File: config.mk
export PLATFORM = sky130hd
export DESIGN_NAME = lmt_out_buf
export DESIGN_NICKNAME = d
export VERILOG_FILES = /design/src/hdl/lmt_pkg.sv /design/src/hdl/lmt_out_buf.sv
export SDC_FILE = /design/constraint.sdc
export NUM_CORES = 1
export LEC_CHECK = 0
export BUFFER_PORTS_ARGS = -buffer_cell sky130_fd_sc_hd__buf_2
export CAP_MARGIN = 10
export CORE_ASPECT_RATIO = 1.1
export CORE_MARGIN = 1
export CORE_UTILIZATION = 52
export DETAILED_ROUTE_END_ITERATION = 8
export HOLD_SLACK_MARGIN = 0.08
export PLACE_DENSITY = 0.81
export SETUP_SLACK_MARGIN = 0.15
export SLEW_MARGIN = 25
export SYNTH_ARGS = -nofsm -noshare
export SYNTH_HDL_FRONTEND = slang
export SYNTH_SLANG_ARGS = --single-unit
export TNS_END_PERCENT = 5
File: constraint.sdc
create_clock -name clk -period 3.7 [get_ports clk]
set_clock_uncertainty 0.05 [all_clocks]
set_input_delay 1.11 -clock clk [delete_from_list [all_inputs] [get_ports clk]]
set_output_delay 1.11 -clock clk [all_outputs]
set_load 0.05 [all_outputs]
File: src/hdl/lmt_pkg.sv
// lmt_pkg: shared constants, types and register codes of the local mean threshold
// depends on nothing; used by every module under hdl
`timescale 1ns / 1ps
`default_nettype none

package lmt_pkg;

	// window geometry
	localparam int RADIUS    = 2;
	localparam int MAX_WIDTH = 1024;
	localparam int SIDE      = 2 * RADIUS + 1;
	localparam int AREA      = SIDE * SIDE;

	// field and register widths
	localparam int PIX_W      = 8;
	localparam int WIDTH_W    = 11;
	localparam int HEIGHT_W   = 12;
	localparam int CFG_DATA_W = 12;
	localparam int CFG_IDX_W  = 1;

	// derived widths
	localparam int XW       = $clog2(MAX_WIDTH);
	localparam int ROW_BITS = 2 * RADIUS * PIX_W;
	localparam int COL_BITS = SIDE * PIX_W;
	localparam int CS_W     = $clog2(SIDE * 255 + 1);
	localparam int TOT_W    = $clog2(AREA * 255 + 1);

	// reset geometry: 640 x 480, width clamped to the line store
	localparam int RESET_WIDTH  = (640 > MAX_WIDTH) ? MAX_WIDTH : 640;
	localparam int RESET_HEIGHT = 480;

	localparam logic [PIX_W-1:0] PIX_WHITE = 8'd255;
	localparam logic [PIX_W-1:0] PIX_BLACK = 8'd0;

	// configuration register indexes
	localparam logic [CFG_IDX_W-1:0] CFG_IMAGE_WIDTH  = 1'd0;
	localparam logic [CFG_IDX_W-1:0] CFG_IMAGE_HEIGHT = 1'd1;

	// position tag that travels with each request
	typedef struct packed {
		logic first_col;
		logic emit;
		logic frame_last;
	} pos_t;

	// one thresholded result
	typedef struct packed {
		logic [PIX_W-1:0] pix;
		logic             last;
	} res_t;

endpackage

`default_nettype wire

File: src/hdl/lmt_out_buf.sv
// lmt_out_buf: output register plus skid entry, gives the pipeline advance enable
// depends on lmt_pkg
`timescale 1ns / 1ps
`default_nettype none

module lmt_out_buf (
	input  wire logic                     clk,
	input  wire logic                     arst_n,
	input  wire logic                     res_valid,
	input  wire lmt_pkg::res_t            res,
	output logic                          en,
	output logic                          out_valid,
	input  wire logic                     out_ready,
	output logic [lmt_pkg::PIX_W-1:0]     out_pixel,
	output logic                          frame_end
);

	logic          out_valid_q;
	logic          skid_valid_q;
	lmt_pkg::res_t out_q;
	lmt_pkg::res_t skid_q;

	assign en        = !skid_valid_q;
	assign out_valid = out_valid_q;
	assign out_pixel = out_q.pix;
	assign frame_end = out_q.last;

	always_ff @(posedge clk or negedge arst_n) begin
		if (!arst_n) begin
			out_valid_q  <= 1'b0;
			skid_valid_q <= 1'b0;
		end else if (!skid_valid_q) begin
			if (res_valid && out_valid_q && !out_ready) begin
				skid_valid_q <= 1'b1;
			end else if (res_valid) begin
				out_valid_q <= 1'b1;
			end else if (out_ready) begin
				out_valid_q <= 1'b0;
			end
		end else if (out_ready) begin
			skid_valid_q <= 1'b0;
		end
	end

	always_ff @(posedge clk) begin
		if (!skid_valid_q) begin
			if (res_valid && out_valid_q && !out_ready) begin
				skid_q <= res;
			end else if (res_valid) begin
				out_q <= res;
			end
		end else if (out_ready) begin
			out_q <= skid_q;
		end
	end

endmodule

`default_nettype wire

==> PnR_summary.wiki, run 1 <==
{| class="wikitable"
! Metric !! Value
|-
| Final routed wire length divided by cell count || about 14 µm
|-
| Final Critical Period || between 2 and 2.5 ns
|-
| Arithmetic-cell share of the synthesized area counting full adders, half adders and majority gates || 0
|-
| Leakage power figure || between 0.3 and 0.4 nW
|-
| Num rows || 14
|-
| Area share of xor/xnor cells in the synthesized design || 0
|-
| Die width || between 30 and 40 µm
|-
| Number of warnings issued by yosys || 0
|-
| I/O pin total || 24
|-
| Design Area, Final || 925 µm²
|-
| Measured slew at the worst slew-check pin || ~0.6 ns
|-
| Number of antenna cells inserted || 0
|-
| Per-cell via count in the routed design || 5.05
|-
| Filler cells || 117
|-
| Clock latency on the worst-skew pair || 0.29 ns
|-
| Simple logic cell fraction of the synthesized area || 0.0331
|-
| Routability congestion estimate from global placement || just under 0.7
|-
| Commonest cells after routing, fill and taps aside || 23 x sky130_fd_sc_hd__buf_2, 18 x sky130_fd_sc_hd__edfxtp_1, 5 x sky130_fd_sc_hd__mux2_4, 4 x sky130_fd_sc_hd__mux2_2, 3 x sky130_fd_sc_hd__clkbuf_4
|-
| Aggregate global routing overflow || 0
|-
| Setup violations, final || 0
|-
| Fraction of final layout cells with drive strength greater than 1 || 0.578
|-
| Die footprint || 1690 µm²
|-
| Cts bufs inserted || 3
|-
| Count of cell types in the netlist || 13
|-
| Layout overhead on the synthesized area || 16.4%
|-
| Number of hold violations in the final report || 0
|-
| Number of port buffers || 23
|-
| Overall routing resource usage || 0.172
|-
| Most common cell after layout, fill and taps aside || sky130_fd_sc_hd__buf_2
|-
| Residual DRC || 0
|-
| Bufs on Longest Clock Path || 2
|-
| Number of antenna violations at the first check in global routing || 0
|-
| CTS Root Buffer Type || sky130_fd_sc_hd__clkbuf_4
|-
| Cts-stage hold buffer count || 0
|-
| Global routing usage on met3 || 0.0471
|-
| Buffer count from post-CTS setup fixing || 0
|-
| Maximum number of pins on one net before global-route repair || 16
|-
| Critical setup path kind || reg -> out
|-
| Average size of a mapped cell || 20.4 µm²
|-
| Most used routing layer || met2
|-
| Floorplan Core Area || 1400 µm²
|-
| Post-synthesis compound-gate area fraction || 0.0283
|-
| Number of DRC violations after detailed-routing iteration 0 || 4
|-
| Number of instances resized during post-cts repair || 0
|-
| Upper clock frequency limit || around 410 MHz
|-
| Total number of nets in the final design || between 70 and 80
|-
| Antenna viol nets, final || 0
|-
| Overall die height || roughly 43 µm
|-
| Grt met1 use || 0.199
|-
| Wire length of the first global-routing pass || about 1900 µm
|-
| Worst path required time || around 2.5 ns
|-
| Peak ir drop on the vdd network || between 200 and 300 µV
|-
| Placed instance area || roughly 900 µm²
|-
| Total area of multi-input combinational cells || approximately 170 µm²
|-
| Number of sinks driven by the clock tree || 20
|-
| Count of mapped cells out of synthesis || 39
|-
| Total nets after synthesis || between 50 and 60
|-
| Max_cap viols || 0
|-
| Number of detailed-routing iterations run before antenna repair || 2
|-
| Nature of the critical path startpoint || flip-flop
|-
| CTS tree || yes
|-
| Critical path endpoint category || output pin
|-
| Count of vias placed by the detailed router || 404
|-
| Run status || finished clean
|-
| Path class of the lowest-slack min-delay path || reg -> reg
|-
| Number of global-route vias before repair || 426
|-
| Synthesis-stage register bit count || 20
|-
| Htree depth || 1
|-
| Final Routed Wirelength || between 1000 and 1500 µm
|-
| Mux contribution to synthesized area || 0.151
|-
| Max-slew violations || 0
|-
| Effective utilization at floorplan || 0.567
|-
| Setup repair after global routing missed its margin || no
|-
| Synthesized cell area || between 700 and 800 µm²
|-
| Max-Slew Margin vs Limit || 0.606
|-
| Period utilization || 0.665
|-
| Setup tns final || 0 ns
|-
| Placed wire-length estimate after detailed placement || 883 µm
|-
| Worst Path Arrival || between 1 and 1.5 ns
|-
| Clock transition at the register clock pins on the worst setup and hold paths after CTS || 0.09 ns
|-
| Dominant combinational cell family by area after synthesis || multiplexers
|-
| Critical path fanouts, max || 15
|-
| Met2 track demand over resource || 0.303
|-
| Sequential share of the synthesized area || 0.743
|-
| Power Density || 511 nW/µm²
|-
| Storage element area || between 500 and 600 µm²
|}
cells in the mapped netlist, drive strengths merged:
cell	instances	area (µm²)
buf	2	31.3
a21oi	1	5.00
o22a	1	8.76
a22o	1	8.76
mux2	9	120
nand2b	1	6.26
edfxtp	18	541
dfrtp	2	50.1
nor2	2	7.51
and4bb	1	12.5
inv	1	3.75
path summary, 6_finish.rpt:
| path | slack, ns | start | endpoint | depth (start not counted) |
|---|---|---|---|---|
| worst max-delay path | 1.24 | skid_valid_q | en | 2 |
| worst min-delay path | 0.51 | skid_q[7] | out_pixel[6] | 1 |
| max in group asynchronous | 2.97 | arst_n | skid_valid_q | 1 |
| worst min register to register | 0.51 | skid_q[7] | out_pixel[6] | 1 |
| min in group asynchronous | 0.54 | arst_n | out_valid | 1 |
| worst max register to register | 2.07 | skid_valid_q | out_pixel[5] | 1 |
area by class of cell:
type / instances / share of cell area
Sequential cell: 20 / 0.639
Timing Repair Buffer: 23 / 0.124
Tap cell: 16 / 0.0217
Clock buffer: 4 / 0.0284
Inverter: 1 / 0.00406
Multi-Input combinational cell: 16 / 0.183
through the flow:
step / power (W) / hold WS, ns / util / instances / worst slack (ns)
floorplan: 0.000360 / 0.473 / - / 39 / 1.74
detailed placement: 0.000379 / 0.489 / 0.641 / 76 / 1.55
global placement: 0.000376 / 0.480 / 0.641 / 76 / 1.56
finish: 0.000473 / 0.508 / 0.660 / 80 / 1.24
global route: 0.000495 / 0.521 / 0.660 / 80 / 1.14
CTS: 0.000479 / 0.513 / 0.660 / 80 / 1.23
worst max-delay path, cell delays in order (launching register included):
cell	delay, ns
sky130_fd_sc_hd__dfrtp_1	0.73
sky130_fd_sc_hd__inv_2	0.06
sky130_fd_sc_hd__buf_2	0.23
metal layers:
metal	routed length, µm	up-vias
met5	0	-
met4	0	0
met3	47	0
met2	620	14
met1	478	189
li1	-	201
where the power goes:
| part | switching (W) | internal, W |
|---|---|---|
| sequential | 0.0000105 | 0.000268 |
| combinational | 0.0000637 | 0.0000302 |
| clock | 0.0000583 | 0.0000418 |
| total | 0.000133 | 0.000340 |
registers in the layout (all words and copies together), names as in the netlist:
name / cells
skid_q: 9
out_pixel: 8
frame_end: 1
out_valid: 1
skid_valid_q: 1
logic make-up (layout without fill, tap and decap cells):
| family | Yosys count | after routing |
|---|---|---|
| AO/OA/AOI/OAI | 3 | 3 |
| buffers and inverters | 3 | 28 |
| flip-flops | 20 | 20 |
| multiplexers | 9 | 9 |
| AND/OR/NAND/NOR | 4 | 4 |
Power figures use the tool's default switching activity.
==> run 2: changes to the inputs <==
--- a/config.mk
+++ b/config.mk
@@ -9,10 +9,10 @@
 export CAP_MARGIN = 10
 export CORE_ASPECT_RATIO = 1.1
 export CORE_MARGIN = 1
-export CORE_UTILIZATION = 52
+export CORE_UTILIZATION = 43
 export DETAILED_ROUTE_END_ITERATION = 8
 export HOLD_SLACK_MARGIN = 0.08
-export PLACE_DENSITY = 0.81
+export PLACE_DENSITY = 0.71
 export SETUP_SLACK_MARGIN = 0.15
 export SLEW_MARGIN = 25
 export SYNTH_ARGS = -nofsm -noshare
==> constraint.sdc (replaced) <==
create_clock -name clk -period 1.98 [get_ports clk]
set_clock_uncertainty 0.05 [all_clocks]
set_input_delay 0.594 -clock clk [delete_from_list [all_inputs] [get_ports clk]]
set_output_delay 0.594 -clock clk [all_outputs]
set_load 0.05 [all_outputs]
==> PnR_summary.wiki, run 2 (synthesis gave the netlist of run 1 again) <==
{| class="wikitable"
! Metric !! Value
|-
| Num rows || 15 (was 14)
|-
| Max-slew violations || 0 (unchanged)
|-
| Setup tns final || 0 ns (unchanged)
|-
| Total number of nets in the final design || 80 (was 78)
|-
| Htree depth || 1 (unchanged)
|-
| Power Density || 948 nW/µm² (was 511 nW/µm²)
|-
| Worst Hold Margin || 0.431 ns (was 0.508 ns)
|-
| Number of sinks driven by the clock tree || 20 (unchanged)
|-
| Number of antenna violations at the first check in global routing || 0 (unchanged)
|-
| Number of port buffers || 23 (unchanged)
|-
| Floorplan Core Area || 1650 µm² (was 1400 µm²)
|-
| Maximum number of pins on one net before global-route repair || 12 (was 16)
|-
| Critical setup path kind || reg -> out (unchanged)
|-
| Final Routed Wirelength || 1110 µm (was 1150 µm)
|-
| Final routed wire length divided by cell count || 13.4 µm (was 14.3 µm)
|-
| Path class of the lowest-slack min-delay path || in -> reg (was reg -> reg)
|-
| Leakage power figure || 0.382 nW (was 0.372 nW)
|-
| Cts bufs inserted || 3 (unchanged)
|-
| Overall routing resource usage || 0.126 (was 0.172)
|-
| Buffer count from post-CTS setup fixing || 0 (unchanged)
|-
| Most common cell after layout, fill and taps aside || sky130_fd_sc_hd__buf_2 (unchanged)
|-
| Commonest cells after routing, fill and taps aside || 23 x sky130_fd_sc_hd__buf_2, 18 x sky130_fd_sc_hd__edfxtp_1, 5 x sky130_fd_sc_hd__mux2_4, 4 x sky130_fd_sc_hd__mux2_2, 3 x sky130_fd_sc_hd__clkbuf_4 (unchanged)
|-
| Overall Power || 0.000895 W (was 0.000473 W)
|-
| Worst Path Arrival || 1.08 ns (was 1.30 ns)
|-
| Aggregate global routing overflow || 0 (unchanged)
|-
| Setup repair after global routing missed its margin || no (unchanged)
|-
| Max FFs per register || 9 (unchanged)
|-
| Max_cap viols || 0 (unchanged)
|-
| Effective utilization at floorplan || 0.481 (was 0.567)
|-
| Die width || 43.0 µm (was 39.3 µm)
|-
| Per-cell via count in the routed design || 5.02 (was 5.05)
|-
| Upper clock frequency limit || approximately 580 MHz
|-
| Bufs on Longest Clock Path || 2 (unchanged)
|-
| Clock latency on the worst-skew pair || 0.29 ns (about the same)
|-
| Run status || finished clean (unchanged)
|-
| Number of antenna cells inserted || 0 (unchanged)
|-
| Setup violations, final || 0 (unchanged)
|-
| Fraction of final layout cells with drive strength greater than 1 || 0.576 (was 0.578)
|-
| Placed wire-length estimate after detailed placement || 820 µm (was 883 µm)
|-
| Critical path fanouts, max || 7 (was 15)
|-
| Max-Slew Margin vs Limit || 0.734 (was 0.606)
|-
| Wire length of the first global-routing pass || 1750 µm (was 1860 µm)
|-
| Peak ir drop on the vdd network || 540 µV (was 293 µV)
|-
| Die footprint || 2020 µm² (was 1690 µm²)
|-
| Number of detailed-routing iterations run before antenna repair || 3 (was 2)
|-
| Measured slew at the worst slew-check pin || 0.399 ns (was 0.592 ns)
|-
| CTS Root Buffer Type || sky130_fd_sc_hd__clkbuf_4 (unchanged)
|-
| I/O pin total || 24 (unchanged)
|-
| Layout overhead on the synthesized area || 18.7% (was 16.4%)
|-
| Final Critical Period || approximately 1.7 ns
|-
| Antenna viol nets, final || 0 (unchanged)
|-
| Routability congestion estimate from global placement || 0.658 (was 0.692)
|-
| Count of vias placed by the detailed router || 417 (was 404)
|-
| Nature of the critical path startpoint || flip-flop (unchanged)
|-
| Clock transition at the register clock pins on the worst setup and hold paths after CTS || 0.11 ns (was 0.09 ns)
|-
| Largest Register || skid_q (unchanged)
|-
| Number of hold violations in the final report || 0 (unchanged)
|-
| Number of global-route vias before repair || 403 (was 426)
|-
| CTS tree || yes (unchanged)
|-
| Critical path endpoint category || output pin (unchanged)
|-
| Period utilization || 0.871
|-
| Overall die height || 47.1 µm (was 43.0 µm)
|-
| Number of instances resized during post-cts repair || 0 (unchanged)
|-
| Number of DRC violations after detailed-routing iteration 0 || 2 (was 4)
|-
| Worst path required time || 1.34 ns (was 2.54 ns)
|-
| Residual DRC || 0 (unchanged)
|}
## run 2: cell types whose count changed in the layout (fill, tap and decap cells not counted)
cell / before / now
sky130_fd_sc_hd__dlygate4sd3_1: 0 / 1
sky130_fd_sc_hd__buf_4: 0 / 1
## run 2: stage by stage
step           utilization  instances  cell area [µm²]  setup slack, ns
5_1_grt              0.571         83              943            0.221
4_1_cts              0.571         83              943            0.251
3_5_place_dp         0.549         78              907            0.441
6_report             0.571         83              943            0.255
2_1_floorplan            -         39              795            0.536
3_3_place_gp         0.549         78              907            0.458
## run 2: worst paths after layout
path                         startpoint      endpoint  slack (ns)  cells after the start
min reg2reg                   skid_q[6]  out_pixel[5]        0.50                      1
min in group asynchronous        arst_n  skid_valid_q        0.55                      2
min                              res[1]     skid_q[1]        0.43                      1
max in group asynchronous        arst_n     out_valid        1.24                      2
max                        skid_valid_q            en        0.26                      2
max reg2reg                skid_valid_q  out_pixel[4]        0.62                      2
## run 2: report_power, final
| group | internal [W] | leakage (nW) | switching, W |
|---|---|---|---|
| Clock | 0.0000784 | 0.0150 | 0.000117 |
| Combinational | 0.0000599 | 0.173 | 0.000126 |
| Sequential | 0.000501 | 0.193 | 0.0000122 |
## run 2: final cells by class
cell class	instances	area (µm²)
Clock buffer	4	26.3
Fill cell	144	708
Inverter	1	3.75
Multi-Input combinational cell	16	169
Sequential cell	20	591
Tap cell	17	21.3
Timing Repair Buffer	25	133
## run 2: per-layer routing
layer / global-route usage / vias up / routed length (µm)
li1: - / 204 / -
met1: 0.155 / 196 / 466
met2: 0.206 / 15 / 587
met3: 0.0231 / 2 / 41
met4: 0.0909 / 0 / 14
met5: 0 / - / 0
## run 2: repair_timing
action,CTS,global route
endpoints found under the setup margin,0,0
hold buffers,1,0
endpoints found under the hold margin,2,0
## run 2: critical path, cell delays in order (launching register included)
cell                      delay [ns]
sky130_fd_sc_hd__dfrtp_1        0.46
sky130_fd_sc_hd__inv_2          0.08
sky130_fd_sc_hd__buf_2          0.25
