File: src/hdl/lmt_pkg.sv
// lmt_pkg: shared constants, types and register codes of the local mean threshold
// depends on nothing; used by every module under hdl
`timescale 1ns / 1ps
`default_nettype none

package lmt_pkg;

	// window geometry
	localparam int RADIUS    = 2;
	localparam int MAX_WIDTH = 1024;
	localparam int SIDE      = 2 * RADIUS + 1;
	localparam int AREA      = SIDE * SIDE;

	// field and register widths
	localparam int PIX_W      = 8;
	localparam int WIDTH_W    = 11;
	localparam int HEIGHT_W   = 12;
	localparam int CFG_DATA_W = 12;
	localparam int CFG_IDX_W  = 1;

	// derived widths
	localparam int XW       = $clog2(MAX_WIDTH);
	localparam int ROW_BITS = 2 * RADIUS * PIX_W;
	localparam int COL_BITS = SIDE * PIX_W;
	localparam int CS_W     = $clog2(SIDE * 255 + 1);
	localparam int TOT_W    = $clog2(AREA * 255 + 1);

	// reset geometry: 640 x 480, width clamped to the line store
	localparam int RESET_WIDTH  = (640 > MAX_WIDTH) ? MAX_WIDTH : 640;
	localparam int RESET_HEIGHT = 480;

	localparam logic [PIX_W-1:0] PIX_WHITE = 8'd255;
	localparam logic [PIX_W-1:0] PIX_BLACK = 8'd0;

	// configuration register indexes
	localparam logic [CFG_IDX_W-1:0] CFG_IMAGE_WIDTH  = 1'd0;
	localparam logic [CFG_IDX_W-1:0] CFG_IMAGE_HEIGHT = 1'd1;

	// position tag that travels with each request
	typedef struct packed {
		logic first_col;
		logic emit;
		logic frame_last;
	} pos_t;

	// one thresholded result
	typedef struct packed {
		logic [PIX_W-1:0] pix;
		logic             last;
	} res_t;

endpackage

`default_nettype wire

File: src/hdl/lmt_window.sv
// lmt_window: column sums, sliding window total, centre delay line and threshold compare
// depends on lmt_pkg
`timescale 1ns / 1ps
`default_nettype none

module lmt_window (
	input  wire logic                        clk,
	input  wire logic                        arst_n,
	input  wire logic                        en,
	input  wire logic                        valid_s1,
	input  wire lmt_pkg::pos_t               pos_s1,
	input  wire logic [lmt_pkg::COL_BITS-1:0] col_s1,
	output logic                             res_valid,
	output lmt_pkg::res_t                    res
);

	logic [lmt_pkg::CS_W-1:0]  cs;
	logic [lmt_pkg::CS_W-1:0]  cs_s2;
	logic [lmt_pkg::PIX_W-1:0] ctr_q [lmt_pkg::RADIUS];
	logic [lmt_pkg::PIX_W-1:0] center_s2;
	logic [lmt_pkg::PIX_W-1:0] center_s3;
	logic [lmt_pkg::CS_W-1:0]  hist_q [lmt_pkg::SIDE];
	logic [lmt_pkg::TOT_W-1:0] total_q;
	logic [lmt_pkg::TOT_W-1:0] thresh;
	lmt_pkg::pos_t             pos_s2;
	lmt_pkg::pos_t             pos_s3;
	logic                      valid_s2;
	logic                      valid_s3;

	// sum of one column over SIDE rows
	always_comb begin
		cs = '0;
		for (int k = 0; k < lmt_pkg::SIDE; k++) begin
			cs = cs + lmt_pkg::CS_W'(col_s1[k*lmt_pkg::PIX_W +: lmt_pkg::PIX_W]);
		end
	end

	always_ff @(posedge clk or negedge arst_n) begin
		if (!arst_n) begin
			valid_s2 <= 1'b0;
			valid_s3 <= 1'b0;
		end else if (en) begin
			valid_s2 <= valid_s1;
			valid_s3 <= valid_s2;
		end
	end

	// stage 2: column sum, and centre taken RADIUS columns back
	always_ff @(posedge clk) begin
		if (en && valid_s1) begin
			cs_s2     <= cs;
			pos_s2    <= pos_s1;
			center_s2 <= ctr_q[lmt_pkg::RADIUS-1];
			ctr_q[0]  <= col_s1[lmt_pkg::RADIUS*lmt_pkg::PIX_W +: lmt_pkg::PIX_W];
			for (int i = 1; i < lmt_pkg::RADIUS; i++) begin
				ctr_q[i] <= ctr_q[i-1];
			end
		end
	end

	// stage 3: sliding total over the last SIDE column sums, restarted per row
	always_ff @(posedge clk) begin
		if (en && valid_s2) begin
			center_s3 <= center_s2;
			pos_s3    <= pos_s2;
			hist_q[0] <= cs_s2;
			if (pos_s2.first_col) begin
				total_q <= lmt_pkg::TOT_W'(cs_s2);
				for (int i = 1; i < lmt_pkg::SIDE; i++) begin
					hist_q[i] <= '0;
				end
			end else begin
				total_q <= total_q - lmt_pkg::TOT_W'(hist_q[lmt_pkg::SIDE-1])
					+ lmt_pkg::TOT_W'(cs_s2);
				for (int i = 1; i < lmt_pkg::SIDE; i++) begin
					hist_q[i] <= hist_q[i-1];
				end
			end
		end
	end

	// mean >= centre, done as total >= centre * area
	assign thresh    = lmt_pkg::TOT_W'(center_s3) * lmt_pkg::TOT_W'(lmt_pkg::AREA);
	assign res_valid = valid_s3 && pos_s3.emit;
	assign res.pix   = (total_q >= thresh) ? lmt_pkg::PIX_WHITE : lmt_pkg::PIX_BLACK;
	assign res.last  = pos_s3.frame_last;

endmodule

`default_nettype wire

File: config.mk
export PLATFORM = sky130hd
export DESIGN_NAME = lmt_window
export DESIGN_NICKNAME = d
export VERILOG_FILES = /design/src/hdl/lmt_pkg.sv /design/src/hdl/lmt_window.sv
export SDC_FILE = /design/constraint.sdc
export NUM_CORES = 1
export LEC_CHECK = 0
export BUFFER_PORTS_ARGS = -buffer_cell sky130_fd_sc_hd__buf_4
export CORE_MARGIN = 1.5
export CORE_UTILIZATION = 55
export DETAILED_ROUTE_END_ITERATION = 8
export HOLD_SLACK_MARGIN = 0.06
export PLACE_DENSITY = 0.81
export SYNTH_ARGS = -nofsm -noshare
export SYNTH_HDL_FRONTEND = slang
export SYNTH_SLANG_ARGS = --single-unit
export TNS_END_PERCENT = 100
File: constraint.sdc
create_clock -name clk -period 4.07 [get_ports clk]
set_input_delay 0.814 -clock clk [delete_from_list [all_inputs] [get_ports clk]]
set_output_delay 0.814 -clock clk [all_outputs]
set_load 0.02 [all_outputs]
==> impl_metrics.py, run 1 <==
metrics = {
    "status": {
        "result_of_the_run": "finished with violations",
        "violated_checks": "setup timing",
    },
    "placement": {
        "globalplace.congestion": 0.844,
        "number_of_instances_in_the_placed_design": 745,
        "port_buffers": 56,
        "placed_cell_area_mm2": 0.00748,
        "detailedPlacementHpwl_um": 9250,
    },
    "synth": {
        "synthesis.area_mm2": 0.00681,
        "synth_simple_gate_area_share_pct": 8.82,
        "syn-instance-count": 526,
        "synth-main-ff-cell": "sky130_fd_sc_hd__edfxtp_1",
        "synth-edff-count": 116,
        "synth_compound_gate_area_share_pct": 7.48,
        "synth_seq_cells": 118,
        "yosys.cell_types.count": 46,
        "yosys_warnings": 0,
        "ffs_w_async_s_r_synth_pct": 1.69,
        "syn-num-nets": 675,
        "yosysSeqAreaShare_pct": 51.9,
        "synth.mux.area_fraction_pct": 0.790,
        "adder_and_majority_gate_portion_of_the_synthesized_area_pct": 22.8,
        "synth_top_family_by_area": "adder cells",
        "post_synthesis_share_of_cell_area_spent_on_xor_and_xnor_gates_pct": 2.44,
        "syn-mean-instance-area_um2": 12.9,
    },
    "clocking": {
        "number_of_buffers_on_the_longest_clock_path": 2,
        "tritoncts.num_buffers": 17,
        "clock_transition_time_at_the_flip_flop_clock_pins_of_the_worst_setup_and_hold_paths_ps": 50,
        "hold_bufs_at_cts": 0,
        "clock_sink_count": 118,
        "cts_max_level": 4,
        "worstSkewPairLatency_ps": 410,
        "cts.root.buffer_cell": "sky130_fd_sc_hd__clkbuf_16",
        "tritoncts": "yes",
    },
    "flow_run": {
        "timing.max_cap.violations": 0,
    },
    "die": {
        "die_w_um": 114,
        "pin_count": 57,
        "design.core.area_mm2": 0.0121,
        "die_y_um": 114,
        "dieArea_mm2": 0.0131,
        "initial_utilization_pct": 56.4,
        "placementRows": 40,
    },
    "timing": {
        "timing.fmax_ghz": 0.206,
        "whs_ps": 180,
        "tightestPinTransition_ps": 1130,
        "timing.final.crit_share_pct": 119,
        "final_hold_viol_count": 0,
        "report.final.setup_viol": 8,
        "drv_slew": 0,
        "layout_setup_ws_ps": -780,
        "slew-limit-headroom_pct": 24.8,
        "clock_skew_ps": 10.6,
        "timing.final.crit_period_ps": 4850,
        "grt_setup_unrepaired": "yes",
        "fin_setup_tns_ps": -6230,
    },
    "setup_path": {
        "worst-path-buf-inv": 1,
        "critical_path.max_fanout": 8,
        "timing.critical_path.max_delay_family": "adder cells",
        "cp_cell_sequence": "ha_1, ha_1, fa_1, ha_2, o21ai_2, a21oi_2, nor2_1, xor2_1, ha_1, a21o_1, a21o_1, a21oi_2, o21ai_2, a21o_4, buf_6",
        "worst_ep_arrival_time_ps": 4040,
        "timing.critical_path.slowest_cell_delay_ps": 470,
        "worst_path_most_repeated_cell": "sky130_fd_sc_hd__ha_1",
        "worst-r2r-setup-slack_ps": 1200,
        "start_to_end_type_of_the_worst_setup_path": "reg2out",
        "slowest_stage": "sky130_fd_sc_hd__fa_1",
        "data_required_time_at_the_worst_endpoint_ps": 3260,
        "critical_path_sink_type": "output pin",
        "timing.critical_path.from_type": "register",
    },
    "routing": {
        "drt_wl_total_um": 13200,
        "initialDrtViolationCount": 284,
        "drc_violations_left": 0,
        "antenna_viol_nets_final": 0,
        "viasPerCell": 5.47,
        "drt-wirelength-per-cell_um": 17.0,
        "drt-pass1-iter-count": 5,
        "detailroute.via_count": 4271,
    },
    "power": {
        "irDropWorstVdd_mv": 0.374,
        "p_total_mw": 5.10,
        "leakagePower_nw": 3.64,
        "power_density_mw_per_mm2": 618,
    },
    "global_routing": {
        "grt_overflow": 0,
        "grt_pass1_wl_um": 21200,
        "grt_pass1_vias": 4494,
        "grt_antenna_before_repair": 0,
        "grt_max_degree": 51,
        "gr-usage-all-layers_pct": 21.8,
    },
    "finish": {
        "area.growth.synth_to_final_pct": 21.1,
        "fin_nets": 750,
        "final_common_cell": "sky130_fd_sc_hd__edfxtp_1",
        "drive_above_1_share_pct": 21.0,
        "most_used_cells_in_the_layout_excluding_fill_and_tap_cells": "116 x sky130_fd_sc_hd__edfxtp_1, 75 x sky130_fd_sc_hd__inv_1, 68 x sky130_fd_sc_hd__buf_4",
        "design_area_mm2": 0.00824,
        "final_cells": 781,
        "final_antenna_diode_count": 0,
    },
    "worst_hold_path": {
        "hold_path.class": "in2async",
    },
}
## layout make-up
cell class,instances,area [µm²]
Clock inverter,11,158
Sequential cell,118,3530
Timing Repair Buffer,77,612
Tap cell,168,210
Fill cell,821,3820
Inverter,75,282
Clock buffer,20,437
Multi-Input combinational cell,312,3010
## power breakdown
group          internal (mW)  switching (mW)  leakage, nW  total, mW
registers               1.55          0.0851         1.12       1.63
logic                  0.887            1.07         2.22       1.95
clock network           1.01           0.497        0.295       1.51
## layer usage
layer	part of all wire [%]	track usage (%)	up-vias	wire length, µm
li1	-	-	2017	-
met1	39	24.3	2088	5160
met2	54	39.9	134	7120
met3	4.8	6.25	32	638
met4	2.4	7.50	0	317
met5	0	0	-	0
## kinds of logic (layout without fill, tap and decap cells)
group / after synthesis / count (layout)
buf+inv: 96 / 183
flops: 118 / 118
compound gates: 80 / 80
mux: 5 / 5
xor+xnor: 19 / 19
fa+ha+maj: 102 / 102
simple gates: 106 / 106
## synth_stat cells (3+ instances only)
cell | number | area share, %
sky130_fd_sc_hd__edfxtp_1 | 116 | 51
sky130_fd_sc_hd__a21oi_1 | 18 | 1.3
sky130_fd_sc_hd__xor2_1 | 10 | 1.3
sky130_fd_sc_hd__o21a_1 | 8 | 0.88
sky130_fd_sc_hd__clkbuf_1 | 12 | 0.66
sky130_fd_sc_hd__buf_4 | 8 | 0.88
sky130_fd_sc_hd__and2_1 | 4 | 0.37
sky130_fd_sc_hd__nor2_1 | 17 | 0.94
sky130_fd_sc_hd__mux2_2 | 3 | 0.50
sky130_fd_sc_hd__ha_1 | 65 | 12
sky130_fd_sc_hd__nand3_1 | 3 | 0.22
sky130_fd_sc_hd__and3_1 | 47 | 4.3
sky130_fd_sc_hd__or3_1 | 4 | 0.37
sky130_fd_sc_hd__a211oi_1 | 4 | 0.44
sky130_fd_sc_hd__a21o_1 | 11 | 1.2
sky130_fd_sc_hd__nand2_1 | 11 | 0.61
sky130_fd_sc_hd__xnor2_1 | 9 | 1.2
sky130_fd_sc_hd__nand2b_1 | 3 | 0.28
sky130_fd_sc_hd__inv_1 | 75 | 4.1
sky130_fd_sc_hd__nor3_1 | 3 | 0.22
sky130_fd_sc_hd__fa_1 | 37 | 11
sky130_fd_sc_hd__nor2b_1 | 4 | 0.37
sky130_fd_sc_hd__o21ai_0 | 17 | 1.2
sky130_fd_sc_hd__o21ai_1 | 5 | 0.37
## flip-flops by register name, indices dropped and copies added, names as in the netlist
name and flops:
ctr_q 16, valid_s2 1, cs_s2 11, center_s2 8, valid_s3 1, hist_q 55, total_q 13, pos_s3 1
res 1, pos_s2 3, center_s3 8
## path summary, 6_finish.rpt
check | to | cells after the start | startpoint
min in group clk | center_s2[4]$_DFFE_PP_ | 0 | ctr_q[1][4]$_DFFE_PP_
setup / recovery | res[3] | 15 | center_s3[3]$_DFFE_PP_
hold / removal | valid_s2$_DFFE_PN0P_ | 1 | arst_n
hold reg to reg | center_s2[4]$_DFFE_PP_ | 0 | ctr_q[1][4]$_DFFE_PP_
max in group asynchronous | valid_s3$_DFFE_PN0P_ | 1 | arst_n
setup reg to reg | total_q[10]$_DFFE_PP_ | 9 | cs_s2[2]$_DFFE_PP_
## worst reg2reg max path, cell delays in order (launching register included)
cell and delay, ps:
sky130_fd_sc_hd__edfxtp_1 400, sky130_fd_sc_hd__inv_1 80, sky130_fd_sc_hd__fa_1 540, sky130_fd_sc_hd__inv_1 40, sky130_fd_sc_hd__ha_1 340, sky130_fd_sc_hd__nor2b_4 150, sky130_fd_sc_hd__o31a_1 300, sky130_fd_sc_hd__o21a_1 240
sky130_fd_sc_hd__or3_1 350, sky130_fd_sc_hd__and3_1 170
## what timing repair did
action,4_1_cts,5_1_grt
pin swaps,9,10
endpoints found under the setup margin,8,9
buffers inserted,3,2
resized for setup,13,11
## metrics by stage
stage	worst slack (ps)	utilization (%)
after CTS	-748	67.9
after floorplan	-243	-
after global routing	-923	68.4
after detailed placement	-481	62.0
after global placement	-319	62.0
final	-780	68.4
(Power assumes the default switching activity.)
==> run 2, diff against run 1 <==
--- a/config.mk
+++ b/config.mk
@@ -6,6 +6,7 @@
 export NUM_CORES = 1
 export LEC_CHECK = 0
 export BUFFER_PORTS_ARGS = -buffer_cell sky130_fd_sc_hd__buf_4
+export CAP_MARGIN = 20
 export CORE_MARGIN = 1.5
 export CORE_UTILIZATION = 55
 export DETAILED_ROUTE_END_ITERATION = 8
==> constraint.sdc (replaced) <==
create_clock -name clk -period 4 [get_ports clk]
set_input_delay 0.8 -clock clk [delete_from_list [all_inputs] [get_ports clk]]
set_output_delay 0.8 -clock clk [all_outputs]
set_load 0.02 [all_outputs]
==> run 2 against run 1 <==
Net effect:
- the run still ends with setup timing left
- final cell count is the same
- clock power decreased by 13%
- die area stayed put
- worst setup slack worse by 70 ps
- combinational power hardly changed
- clock skew fell by 1.3 ps
- via count is 1.8% lower
- sequential power about the same
- first-iteration DRC count decreased by 15%
- clock-buffer cell count up 4
- critical path depth down 1
- routed wire length is 4.4% lower
- critical endpoint is now res[4]
- largest cell class unchanged
==> impl_metrics.py, run 2 (synthesis results as in run 1) <==
metrics = {
    "finish": {
        "largest_register_ffs": 55,
        "final_cells": 781,
        "final_antenna_diode_count": 0,
        "area.growth.synth_to_final_pct": 20.2,
        "final_common_cell": "sky130_fd_sc_hd__edfxtp_1",
        "drive_above_1_share_pct": 20.1,
        "largest_registers": "hist_q x55, ctr_q x16, total_q x13",
        "registers.top_by_ff_count": "hist_q",
        "most_used_cells_in_the_layout_excluding_fill_and_tap_cells": "116 x sky130_fd_sc_hd__edfxtp_1, 75 x sky130_fd_sc_hd__inv_1, 75 x sky130_fd_sc_hd__buf_4",
        "fin_nets": 750,
    },
    "timing": {
        "tightestPinTransition_ps": 999,
        "slew-limit-headroom_pct": 33.4,
        "final_hold_viol_count": 0,
        "timing.fmax_ghz": 0.206,
        "grt_setup_unrepaired": "yes",
        "drv_slew": 0,
        "timing.final.crit_period_ps": 4850,
        "layout_setup_ws_ps": -850,
        "timing.final.crit_share_pct": 121,
        "report.final.setup_viol": 8,
        "clock_skew_ps": 9.31,
    },
    "flow_run": {
        "timing.max_cap.violations": 0,
    },
    "die": {
        "initial_utilization_pct": 56.4,
        "die_y_um": 114,
        "dieArea_mm2": 0.0131,
        "pin_count": 57,
        "design.core.area_mm2": 0.0121,
        "placementRows": 40,
        "die_w_um": 114,
    },
    "global_routing": {
        "grt_antenna_before_repair": 0,
        "met2_usage_pct": 35.6,
        "globalRouteMet3Util_pct": 6.14,
        "gr-usage-all-layers_pct": 20.6,
        "grt_overflow": 0,
        "global_route.peak_usage_layer": "met2",
        "grt_pass1_wl_um": 20200,
        "use_met1_pct": 24.7,
        "grt_max_degree": 51,
        "grt_pass1_vias": 4413,
    },
    "power": {
        "clockPowerShare_pct": 26.6,
        "irDropWorstVdd_mv": 0.354,
        "internal_power_mw": 3.30,
        "p_total_mw": 4.93,
        "power_frac_comb_pct": 39.7,
        "power_density_mw_per_mm2": 603,
        "seq_power_share_pct": 33.7,
        "power.switching_mw": 1.63,
        "leakagePower_nw": 3.59,
        "power_switching_share_pct": 33.1,
    },
    "clocking": {
        "hold_bufs_at_cts": 0,
        "worstSkewPairLatency_ps": 400,
        "clock_sink_count": 118,
        "tritoncts.num_buffers": 17,
        "tritoncts": "yes",
        "clock_transition_time_at_the_flip_flop_clock_pins_of_the_worst_setup_and_hold_paths_ps": 50,
        "cts.root.buffer_cell": "sky130_fd_sc_hd__clkbuf_16",
        "number_of_buffers_on_the_longest_clock_path": 2,
        "cts_max_level": 4,
    },
    "placement": {
        "worst_slack_at_placement_ps": -512,
        "port_buffers": 56,
        "number_of_instances_in_the_placed_design": 745,
        "globalplace.congestion": 0.846,
        "detailedPlacementHpwl_um": 8830,
    },
    "routing": {
        "antenna_viol_nets_final": 0,
        "detailroute.via_count": 4195,
        "drt-pass1-iter-count": 6,
        "viasPerCell": 5.37,
        "drt_wl_total_um": 12700,
        "drt-wirelength-per-cell_um": 16.2,
        "drc_violations_left": 0,
        "initialDrtViolationCount": 242,
    },
    "status": {
        "result_of_the_run": "finished with violations",
        "violated_checks": "setup timing",
    },
    "worst_hold_path": {
        "hold_path.class": "in2async",
    },
    "setup_path": {
        "critical_path.max_fanout": 8,
        "data_required_time_at_the_worst_endpoint_ps": 3200,
        "worst_ep_arrival_time_ps": 4050,
        "timing.critical_path.from_type": "register",
        "critical_path_sink_type": "output pin",
        "start_to_end_type_of_the_worst_setup_path": "reg2out",
    },
}
## run 2: cell count changes in the layout (fill, tap and decap cells not counted), moves of 2 or more
cell,delta
sky130_fd_sc_hd__buf_6,-8
sky130_fd_sc_hd__buf_4,+7
sky130_fd_sc_hd__clkinv_2,-2
sky130_fd_sc_hd__clkbuf_1,+4
sky130_fd_sc_hd__clkinv_1,+2
sky130_fd_sc_hd__ha_4,+2
sky130_fd_sc_hd__bufinv_16,-3
## run 2: area by class of cell
class,instances,area [µm²]
Clock inverter,7,56.3
Clock buffer,24,452
Fill cell,802,3880
Tap cell,168,210
Inverter,75,282
Multi-Input combinational cell,312,3050
Sequential cell,118,3530
Timing Repair Buffer,77,602
## run 2: metal layers
metal  wire [µm]  part of all wire, %
met5           0                    0
met4         322                  2.5
met3         522                  4.1
met2        6460                   51
met1        5360                   42
## run 2: timing repair
item                       in CTS  in global routing
setup buffers                   1                  3
pin swaps                       9                 12
hold endpoints to repair        0                  0
gates resized for setup        12                  7
setup endpoints to repair       8                  8
## run 2: worst paths after layout
path | startpoint | to | slack [ps] | depth (start not counted)
setup / recovery | center_s3[3]$_DFFE_PP_ | res[4] | -850 | 14
hold reg to reg | ctr_q[1][5]$_DFFE_PP_ | center_s2[5]$_DFFE_PP_ | 410 | 0
min in group clk | ctr_q[1][5]$_DFFE_PP_ | center_s2[5]$_DFFE_PP_ | 410 | 0
setup reg to reg | cs_s2[2]$_DFFE_PP_ | total_q[10]$_DFFE_PP_ | 1190 | 9
max in group asynchronous | arst_n | valid_s3$_DFFE_PN0P_ | 3740 | 1
hold / removal | arst_n | valid_s2$_DFFE_PN0P_ | 170 | 1
## run 2: power groups by stage
stage | registers (mW) | logic (mW) | clock network [mW]
after floorplan | 1.64 | 1.48 | 0
after CTS | 1.66 | 1.92 | 1.34
after global placement | 1.67 | 1.77 | 0
after detailed placement | 1.68 | 1.86 | 0
after global routing | 1.67 | 2.20 | 1.39
final | 1.66 | 1.96 | 1.31
## run 2: critical path, stage by stage, from the launching register on
cell and delay, ps:
sky130_fd_sc_hd__edfxtp_1 460, sky130_fd_sc_hd__ha_1 360, sky130_fd_sc_hd__ha_4 230, sky130_fd_sc_hd__fa_1 570, sky130_fd_sc_hd__ha_4 240, sky130_fd_sc_hd__o21ai_2 130
sky130_fd_sc_hd__nor2_2 70, sky130_fd_sc_hd__o41ai_2 350, sky130_fd_sc_hd__xor2_1 210, sky130_fd_sc_hd__ha_1 270, sky130_fd_sc_hd__a21o_1 170, sky130_fd_sc_hd__a21oi_1 120
sky130_fd_sc_hd__o21ai_1 100, sky130_fd_sc_hd__a21o_4 220, sky130_fd_sc_hd__buf_4 160
## run 2: per-stage QoR
step / cell area [µm²] / hold WS (ps) / utilization, % / TNS, ps
after floorplan: 6860 / 400 / - / -2250
after global placement: 7480 / 403 / 62.0 / -3040
after detailed placement: 7480 / 405 / 62.0 / -4350
after CTS: 8090 / 156 / 67.1 / -6400
after global routing: 8180 / 148 / 67.8 / -7880
final: 8180 / 171 / 67.8 / -6770
==> run 3, diff against run 2 <==
--- a/config.mk
+++ b/config.mk
@@ -7,8 +7,9 @@
 export LEC_CHECK = 0
 export BUFFER_PORTS_ARGS = -buffer_cell sky130_fd_sc_hd__buf_4
 export CAP_MARGIN = 20
-export CORE_MARGIN = 1.5
+export CORE_MARGIN = 8
 export CORE_UTILIZATION = 55
+export CTS_CLUSTER_SIZE = 20
 export DETAILED_ROUTE_END_ITERATION = 8
 export HOLD_SLACK_MARGIN = 0.06
 export PLACE_DENSITY = 0.81
==> run 3 against run 2 <==
Net effect:
- the run still ends with setup timing left
- critical path depth increased by 2
- die area rose by 24%
- first-iteration DRC count fell by 2.9%
- final area increased by 1.6%
- flip-flop and latch count stayed put
- largest cell class unchanged
- largest power group unchanged
- highest routed layer unchanged
==> impl_metrics.py, run 3 (synthesis results as in run 1) <==
metrics = {
    "die": {
        "die_w_um": 127,
        "pin_count": 57,
        "initial_utilization_pct": 56.4,
        "placementRows": 40,
        "die_y_um": 127,
        "dieArea_mm2": 0.0162,
        "design.core.area_mm2": 0.0121,
    },
    "finish": {
        "largest_registers": "hist_q x55, ctr_q x16, total_q x13",
        "final_design_utilization_pct": 68.9,
        "final_common_cell": "sky130_fd_sc_hd__edfxtp_1",
        "area.growth.synth_to_final_pct": 22.1,
        "most_used_cells_in_the_layout_excluding_fill_and_tap_cells": "116 x sky130_fd_sc_hd__edfxtp_1, 75 x sky130_fd_sc_hd__inv_1, 74 x sky130_fd_sc_hd__buf_4",
        "design_area_mm2": 0.00831,
        "fin_nets": 750,
        "fillers": 786,
        "final_antenna_diode_count": 0,
        "largest_register_ffs": 55,
        "registers.top_by_ff_count": "hist_q",
        "drive_above_1_share_pct": 21.8,
    },
    "clocking": {
        "clock_transition_time_at_the_flip_flop_clock_pins_of_the_worst_setup_and_hold_paths_ps": 50,
        "clock_sink_count": 118,
        "hold_bufs_at_cts": 0,
        "number_of_buffers_on_the_longest_clock_path": 2,
        "worstSkewPairLatency_ps": 410,
        "cts.root.buffer_cell": "sky130_fd_sc_hd__clkbuf_16",
        "tritoncts.num_buffers": 17,
        "tritoncts": "yes",
        "cts_max_level": 4,
    },
    "timing": {
        "timing.final.crit_share_pct": 120,
        "final_hold_viol_count": 0,
        "layout_setup_ws_ps": -812,
        "timing.fmax_ghz": 0.208,
        "slew-limit-headroom_pct": 33.2,
        "report.final.setup_viol": 8,
        "tightestPinTransition_ps": 1000,
        "clock_skew_ps": 5.30,
        "drv_slew": 0,
        "grt_setup_unrepaired": "yes",
        "timing.final.crit_period_ps": 4810,
    },
    "setup_path": {
        "worst_path_most_repeated_cell": "sky130_fd_sc_hd__ha_4",
        "critical_path.max_fanout": 8,
        "slowest_stage": "sky130_fd_sc_hd__fa_1",
        "timing.critical_path.slowest_cell_delay_ps": 510,
        "worstSetupStartpoint": "center_s3[2]$_DFFE_PP_",
        "worst_ep_arrival_time_ps": 4010,
        "worstRegToRegCells": 9,
        "critical_path_sink_type": "output pin",
        "worst_r2r_startpoint": "cs_s2[2]$_DFFE_PP_",
        "data_required_time_at_the_worst_endpoint_ps": 3200,
        "timing.critical_path.from_type": "register",
        "worstReg2RegEnd": "total_q[10]$_DFFE_PP_",
        "cp_cell_sequence": "ha_4, ha_4, fa_1, ha_4, nor2b_4, o21ai_2, a21oi_2, nor2_1, xor2_1, ha_1, a21o_1, a21o_1, a21oi_1, o21ai_1, a21o_4, buf_4",
        "worst-r2r-setup-slack_ps": 1170,
        "start_to_end_type_of_the_worst_setup_path": "reg2out",
    },
    "placement": {
        "port_buffers": 56,
        "globalplace.congestion": 0.836,
        "placed_cell_area_mm2": 0.00748,
        "detailedPlacementHpwl_um": 9110,
    },
    "power": {
        "power_density_mw_per_mm2": 634,
        "p_total_mw": 5.27,
        "irDropWorstVdd_mv": 0.382,
        "power_switching_share_pct": 32.3,
        "seq_power_share_pct": 31.5,
        "internal_power_mw": 3.56,
        "leakagePower_nw": 3.65,
        "clockPowerShare_pct": 31.6,
        "power.switching_mw": 1.70,
        "power_frac_comb_pct": 37.0,
    },
    "routing": {
        "detailroute.via_count": 4212,
        "drt_wl_total_um": 12800,
        "drc_violations_left": 0,
        "viasPerCell": 5.39,
        "antenna_viol_nets_final": 0,
        "drt-wirelength-per-cell_um": 16.4,
        "initialDrtViolationCount": 235,
        "drt-pass1-iter-count": 4,
    },
    "global_routing": {
        "gr-usage-all-layers_pct": 16.8,
        "grt_max_degree": 60,
        "grt_pass1_vias": 4602,
        "grt_antenna_before_repair": 0,
        "grt_overflow": 0,
        "grt_pass1_wl_um": 21300,
    },
    "worst_hold_path": {
        "hold_path.class": "in2async",
    },
    "status": {
        "violated_checks": "setup timing",
        "result_of_the_run": "finished with violations",
    },
    "flow_run": {
        "timing.max_cap.violations": 0,
    },
}
## run 3: how the worst max path moves through the flow
stage,end,cells past startpoint
global placement,res[2],16
finish,res[2],16
detailed placement,res[4],16
CTS,res[4],16
floorplan,res[2],16
global route,res[6],16
## run 3: final cells by class
cell class | count | area (µm²) | area share [%]
Sequential cell | 118 | 3530 | 42.5
Multi-Input combinational cell | 312 | 3040 | 36.6
Timing Repair Buffer | 77 | 593 | 7.14
Clock buffer | 17 | 425 | 5.12
Inverter | 75 | 282 | 3.39
Clock inverter | 15 | 226 | 2.73
Tap cell | 168 | 210 | 2.53
## run 3: power groups by stage
| stage | sequential, mW | combinational [mW] | clock [mW] |
|---|---|---|---|
| after floorplan | 1.64 | 1.48 | 0 |
| after global placement | 1.67 | 1.77 | 0 |
| after detailed placement | 1.68 | 1.87 | 0 |
| after CTS | 1.66 | 1.94 | 1.68 |
| after global routing | 1.67 | 2.21 | 1.73 |
| final | 1.66 | 1.95 | 1.66 |
## run 3: timing repair
action                     4_1_cts  5_1_grt
buffers inserted                 3        1
pin swaps                        8        4
setup endpoints to repair        8        8
gates resized for setup         16        2
## run 3: stage by stage
step           hold WS (ps)  setup TNS [ps]  cells  setup slack, ps
3_3_place_gp            405           -2990    745             -372
4_1_cts                 148           -6550    780             -823
6_report                160           -6470    782             -812
3_5_place_dp            405           -4350    745             -510
2_1_floorplan           400           -2250    526             -299
5_1_grt                 144           -7630    782             -958
## run 3: critical path: cells and delay by family (launching register included)
family,cells,cell delay (ps)
and+or+nand+nor,2,200
AOI/OAI and AO/OA,7,960
DFF,1,480
xor gates and xnor gates,1,160
buffers and inverters,1,160
adders and majority gates,5,1650
## run 3: routing by layer
layer	wire length (µm)	up-vias	global-route usage [%]
li1	-	2016	-
met1	5280	2048	19.2
met2	6490	125	29.1
met3	746	23	5.07
met4	280	0	6.02
met5	0	-	0
